### config.mk
export PLATFORM = sky130hd
export DESIGN_NAME = sdtq_front
export DESIGN_NICKNAME = d
export VERILOG_FILES = /design/src/hw/rtl/sdtq_pkg.sv /design/src/hw/rtl/sdtq_front.sv
export SDC_FILE = /design/constraint.sdc
export NUM_CORES = 1
export LEC_CHECK = 0
export BUFFER_PORTS_ARGS = -buffer_cell sky130_fd_sc_hd__buf_2
export CAP_MARGIN = 20
export CORE_MARGIN = 3
export CORE_UTILIZATION = 40
export CTS_CLUSTER_DIAMETER = 200
export DETAILED_ROUTE_END_ITERATION = 7
export SETUP_SLACK_MARGIN = 0.1
export SYNTH_ARGS = -nofsm -noshare
export SYNTH_HDL_FRONTEND = slang
export SYNTH_SLANG_ARGS = --single-unit
### constraint.sdc
create_clock -name aclk -period 5.25 [get_ports aclk]
set_input_delay 0.2625 -clock aclk [delete_from_list [all_inputs] [get_ports aclk]]
set_output_delay 0.2625 -clock aclk [all_outputs]
set_load 0.02 [all_outputs]
### src/hw/rtl/sdtq_pkg.sv
`timescale 1ns / 1ps
package sdtq_pkg;
    typedef enum logic [1:0] {
        REQ_ADD_ABS = 2'd0,
        REQ_ADD_REL = 2'd1,
        REQ_CHECK   = 2'd2,
        REQ_CANCEL  = 2'd3
    } req_t;

    typedef enum logic [2:0] {
        ST_EXPIRED = 3'd0,
        ST_NONE    = 3'd1,
        ST_ADDED   = 3'd2,
        ST_FULL    = 3'd3,
        ST_CANCEL  = 3'd4
    } status_t;

    localparam logic [9:0] NS_PER_US = 10'd1000;

    // One classified request as it travels from the front to the back.
    typedef struct packed {
        req_t        req;
        logic [63:0] key;
        logic [15:0] tag;
    } cmd_t;

    typedef enum logic [2:0] {
        BK_IDLE,
        BK_ADD,
        BK_CHECK,
        BK_CANCEL,
        BK_EMIT
    } bk_state_t;
endpackage

### src/hw/rtl/sdtq_front.sv
`timescale 1ns / 1ps
module sdtq_front
    import sdtq_pkg::*;
(
    input  logic        aclk,
    input  logic        aresetn,
    input  logic        s_valid,
    output logic        s_ready,
    input  logic [1:0]  s_req_type,
    input  logic [63:0] s_now_ns,
    input  logic [63:0] s_deadline_ns,
    input  logic [30:0] s_delay_us,
    input  logic [15:0] s_tag,
    output logic        q_valid,
    input  logic        q_ready,
    output cmd_t        q_cmd
);
    // Stage 1 registers the delay product; stage 2 adds and saturates.
    logic        s1_valid_reg;
    cmd_t        s1_cmd_reg;
    logic [40:0] s1_prod_reg;
    logic        s2_valid_reg;
    cmd_t        s2_cmd_reg;
    logic        adv2;
    logic        adv1;
    logic [64:0] sum;
    logic [63:0] s2_key;

    assign adv2 = !s2_valid_reg || q_ready;
    assign adv1 = !s1_valid_reg || adv2;
    assign s_ready = adv1;
    assign q_valid = s2_valid_reg;
    assign q_cmd = s2_cmd_reg;
    assign sum = {1'b0, s1_cmd_reg.key} + {24'd0, s1_prod_reg};
    assign s2_key = (s1_cmd_reg.req == REQ_ADD_REL) ? (sum[64] ? {64{1'b1}} : sum[63:0])
                                                   : s1_cmd_reg.key;

    always_ff @(posedge aclk) begin
        if (!aresetn) begin
            s1_valid_reg <= 1'b0;
            s2_valid_reg <= 1'b0;
        end else begin
            if (adv1) begin
                s1_valid_reg <= s_valid;
            end
            if (adv2) begin
                s2_valid_reg <= s1_valid_reg;
            end
        end
        if (adv1 && s_valid) begin
            s1_cmd_reg.req <= req_t'(s_req_type);
            s1_cmd_reg.tag <= s_tag;
            s1_cmd_reg.key <= (req_t'(s_req_type) == REQ_ADD_ABS) ? s_deadline_ns : s_now_ns;
            s1_prod_reg <= s_delay_us * NS_PER_US;
        end
        if (adv2 && s1_valid_reg) begin
            s2_cmd_reg.req <= s1_cmd_reg.req;
            s2_cmd_reg.tag <= s1_cmd_reg.tag;
            s2_cmd_reg.key <= s2_key;
        end
    end
endmodule

# Yosys cells after proc, flatten, opt, wreduce, memory -nomap -nowiden
# Cells that the tools add are included.
dict set report classes {
  addsub 1
  multipliers 1
  n_eq_ne 1
  n_mux 3
  n_reduce_logical 7
}
# operator count
set op_table {}
lappend op_table {{$mux 64} 3}
lappend op_table {{$add 64x41->65} 1}
lappend op_table {{$mul 31x7->38 const B} 1}
lappend op_table {{$eq 2x1->1 const B} 1}
lappend op_table {{$logic_and 1x1->1} 2}
lappend op_table {{$logic_not 1->1} 2}
lappend op_table {{$logic_not 2->1} 1}
lappend op_table {{$logic_or 1x1->1} 2}
dict set report totals {
  ff_bits 204
  inputBits 181
  output_inout_bits 84
  word_cells 22
}

# Logic depth before layout (Yosys ltp)
dict set report depth {
  ltp_word 4
  depth_mapped 17
  mapped_depth_nobuf 17
}

# Least setup slack after synthesis
# Ideal clock, no wire load.
dict set report synth_timing {
  path_kind {input to register}
  from {in s_delay_us[3]}
  to {reg s1_prod_reg[38], data pin}
  setup_time_ns 0.260
  arrival_time_ns 4.614
  required_time_ns 4.990
  slack_ns 0.376
  stages 17
  n_path_buf 0
  cell_sequence {inv_1 -> fa_1 -> fa_1 -> fa_1 -> inv_1 -> fa_1 -> ha_1 -> a21oi_1 -> o211ai_1 -> a31oi_1 -> a31oi_1 -> a211o_1 -> a21oi_1 -> nor3_1 -> or4_1 -> o221ai_1 -> xnor2_1}
}
dict set report synth_via {
  elab_chain_cells 1
}
# item line
set synth_lines {}
lappend synth_lines {{start, declared} sdtq_front.sv:12} ;# input logic [30:0] s_delay_us,
lappend synth_lines {{$mul 31x7->38} sdtq_front.sv:54} ;# s1_prod_reg <= s_delay_us * NS_PER_US;
lappend synth_lines {{end signal, assigned} sdtq_front.sv:54}
lappend synth_lines {{end, declared} sdtq_front.sv:21} ;# logic [40:0] s1_prod_reg;
# No other way between the ends.
# A chain may end at the register's enable or synchronous reset.

# Worst setup path after layout
dict set report layout_timing {
  from {in s_delay_us[2]}
  to {reg s1_prod_reg[37], data pin}
}
# The elaborated chain is that of the path after synthesis.

==> results_dict.tcl <==
set metrics [dict create \
    num_vias 10600 \
    ys_seq_area_share_pct 40.4 \
    clock_latency_ns 0.50 \
    via_per_inst 4.94 \
    synth_cell_types 54 \
    wl_per_cell_microns 16.2 \
    synth-main-ff-cell "edfxtp_1" \
    synth_cells 1326 \
    htree_levels 1 \
    row_count 70 \
    register_area_sq_um 6110 \
    first_pass_iters 5 \
    finalSetupViolCount 0 \
    endpoint_kind "flop" \
    grt_pass1_wl_microns 56700 \
    slowest_stage "fa_1" \
    synthArstFlopShare_pct 0 \
    power_leakage_nw 7.84 \
    fp.dieH_microns 200 \
    grt_pass1_vias 10900 \
    crit_type "in2reg" \
    ys_seq_elements 204 \
    tightest_slew_ns 0.878 \
    grt.overflow.total 0 \
    crit_top_cell "fa_1" \
    multi_input_area_sq_um 8180 \
    top_level_ports 265 \
    path_max_fanout 4 \
    power_mw 8.97 \
    area_growth_pct 19.8 \
    postCtsResizedCells 0 \
    hold_viol_final 0 \
    io_buffers 264 \
    numCtsBuffers 21 \
    rsz0062_at_grt "no" \
    fillCellCount 3425 \
    diodes 0 \
    drcViolationCount 0 \
    hpwlAfterDp_microns 28700 \
    outcome "completed" \
    maxCapViolations 0 \
    clk_pin_slew_ns 0.06 \
    cts_num_sinks 204 \
    crit_path_start_kind "input pin" \
    ir_worst_vdd_mv 0.242 \
    grt_max_degree 55 \
    wirelength_microns 34900 \
    worstPathBufferInverterCount 4 \
    avgSynthCellArea_sq_um 11.4 \
    synth_nets 1743 \
    worst_slack_ns 0.489 \
    max_freq_ghz 0.210 \
    min_path_type "in2reg" \
    drive_above_1_share_pct 24.9 \
    hold_ws_ns 0.0668 \
    core_sq_um 36900 \
    power_density_nw_per_um2 496 \
    layout_min_cycle_time_ns 4.76 \
    start_util_pct 40.9 \
    yosys_warnings 0 \
    gp_congestion 0.873 \
    dpl_cell_area_sq_um 17200 \
    fin_area_sq_um 18100 \
    cpPeakStageDelay_ns 0.52 \
    finClkSkew_ns 0.00948 \
    nets 2051 \
    cts_tree "done" \
    slew_headroom_pct 41.3 \
    die_area_sq_um 40100 \
    detail-route-antenna-nets 0 \
    die_w_microns 200 \
    syn-cell-area_sq_um 15100 \
    crit_family "adder cells" \
    setup-tns-final_ns 0 \
    drtIter0Drc 548 \
    cp.arrival_ns 5.01 \
    finalMaxSlewViolations 0 \
    grt_use_total_pct 17.2 \
    critPathRequiredTime_ns 5.50 \
    cts_max_path_buffers 3 \
    min_period_over_period_pct 90.7 \
    clock-root-buffer "clkbuf_16" \
    synth_edf_count 202 \
    crit_chain "buf_2, inv_1, fa_1, fa_1, fa_1, inv_1, fa_1, ha_1, a21oi_1, buf_4, o211ai_1, nand3_1, a2111o_1, a21oi_1, nor3_1, or3_1, o21bai_1, a21oi_1, xnor2_1" \
    place_ws_ns -0.0463 \
    antenna_found_initial 0 \
]
==> final timing paths <==
check | from | end | slack [ns] | cells after the start
setup reg to reg | s1_prod_reg[3] | q_cmd[79] | 1.11 | 13
setup / recovery | s_delay_us[2] | s1_prod_reg[37] | 0.49 | 19
hold / removal | s_now_ns[33] | s1_cmd_reg[49] | 0.07 | 2
hold reg to reg | s1_cmd_reg[4] | q_cmd[4] | 0.42 | 0
==> logic make-up after synthesis <==
kind of cell | after synthesis | synth area share, %
and+or+nand+nor | 271 | 8.45
AOI/OAI and AO/OA | 256 | 10.7
adders and majority gates | 236 | 25.3
buffers and inverters | 214 | 5.56
DFF | 204 | 40.4
xor gates and xnor gates | 77 | 4.47
muxes | 68 | 5.07
==> cell usage in the layout (no fill, tap or decap), types with 4 or more instances in the layout <==
| cell | instances |
|---|---|
| a221oi_1 | 5 |
| nand2b_1 | 13 |
| a21oi_1 | 77 |
| inv_1 | 176 |
| xor2_1 | 33 |
| o21bai_1 | 14 |
| and3_1 | 9 |
| o211ai_1 | 7 |
| nand2_1 | 80 |
| fa_1 | 115 |
| edfxtp_1 | 202 |
| o21a_1 | 14 |
| mux2_2 | 68 |
| buf_2 | 264 |
| dlygate4sd3_1 | 20 |
| nor2b_1 | 7 |
| clkbuf_16 | 21 |
| and2_1 | 5 |
| nand3_1 | 27 |
| xnor2_1 | 44 |
| or3_1 | 4 |
| buf_4 | 37 |
| a31oi_1 | 49 |
| nor2_1 | 76 |
| ha_1 | 121 |
| nand4_1 | 14 |
| nor3_1 | 16 |
| o21ai_0 | 39 |
| nor3b_1 | 5 |
| o221ai_1 | 5 |
| a21o_1 | 22 |
==> layout make-up <==
type	count	area share, %
multi-input combinational	908	45.2
timing repair buffer	323	10.2
tap	504	3.49
clock buffer	24	2.97
sequential	204	33.8
clock inverter	10	0.747
inverter	176	3.65
==> per-layer routing <==
metal	vias to the layer above	GRT usage [%]	routed length (microns)
li1	5283	-	-
met4	0	3.36	606
met2	300	29.0	16300
met1	4993	23.9	16200
met3	39	2.45	1840
met5	-	0	0
==> synthesized netlist by cell type (29+ instances only) <==
library cell | count | area (sq um)
edfxtp_1 | 202 | 6070
inv_1 | 176 | 661
mux2_2 | 68 | 766
nand2_1 | 80 | 300
xor2_1 | 33 | 289
a31oi_1 | 49 | 307
nor2_1 | 77 | 289
xnor2_1 | 44 | 385
clkbuf_1 | 29 | 109
fa_1 | 115 | 2300
o21ai_0 | 39 | 195
a21oi_1 | 77 | 385
ha_1 | 121 | 1510
==> metrics by stage <==
step	util (%)	instances
2_1_floorplan	-	1326
3_3_place_gp	46.6	2094
3_5_place_dp	46.7	2095
4_1_cts	49.0	2149
5_1_grt	49.0	2149
6_report	49.0	2149
==> repair_timing <==
action,4_1_cts,5_1_grt
setup buffers,0,0
hold buffers,20,0
endpoints found under the hold margin,20,0
==> worst reg2reg max path: cells and delay by family, from the launching register on <==
kind            cells  cell delay, ns
compound gates      7            2.29
fa+ha+maj           2            0.44
buf+inv             1            0.08
flops               1            0.42
mux                 1            0.30
simple gates        2            0.37
==> power breakdown <==
part	switching [mW]	leakage, nW	total [mW]	internal [mW]
Sequential	0.107	1.95	2.37	2.27
Clock	0.592	0.321	1.47	0.878
Combinational	2.85	5.57	5.12	2.28
(Power assumes the default switching activity.)
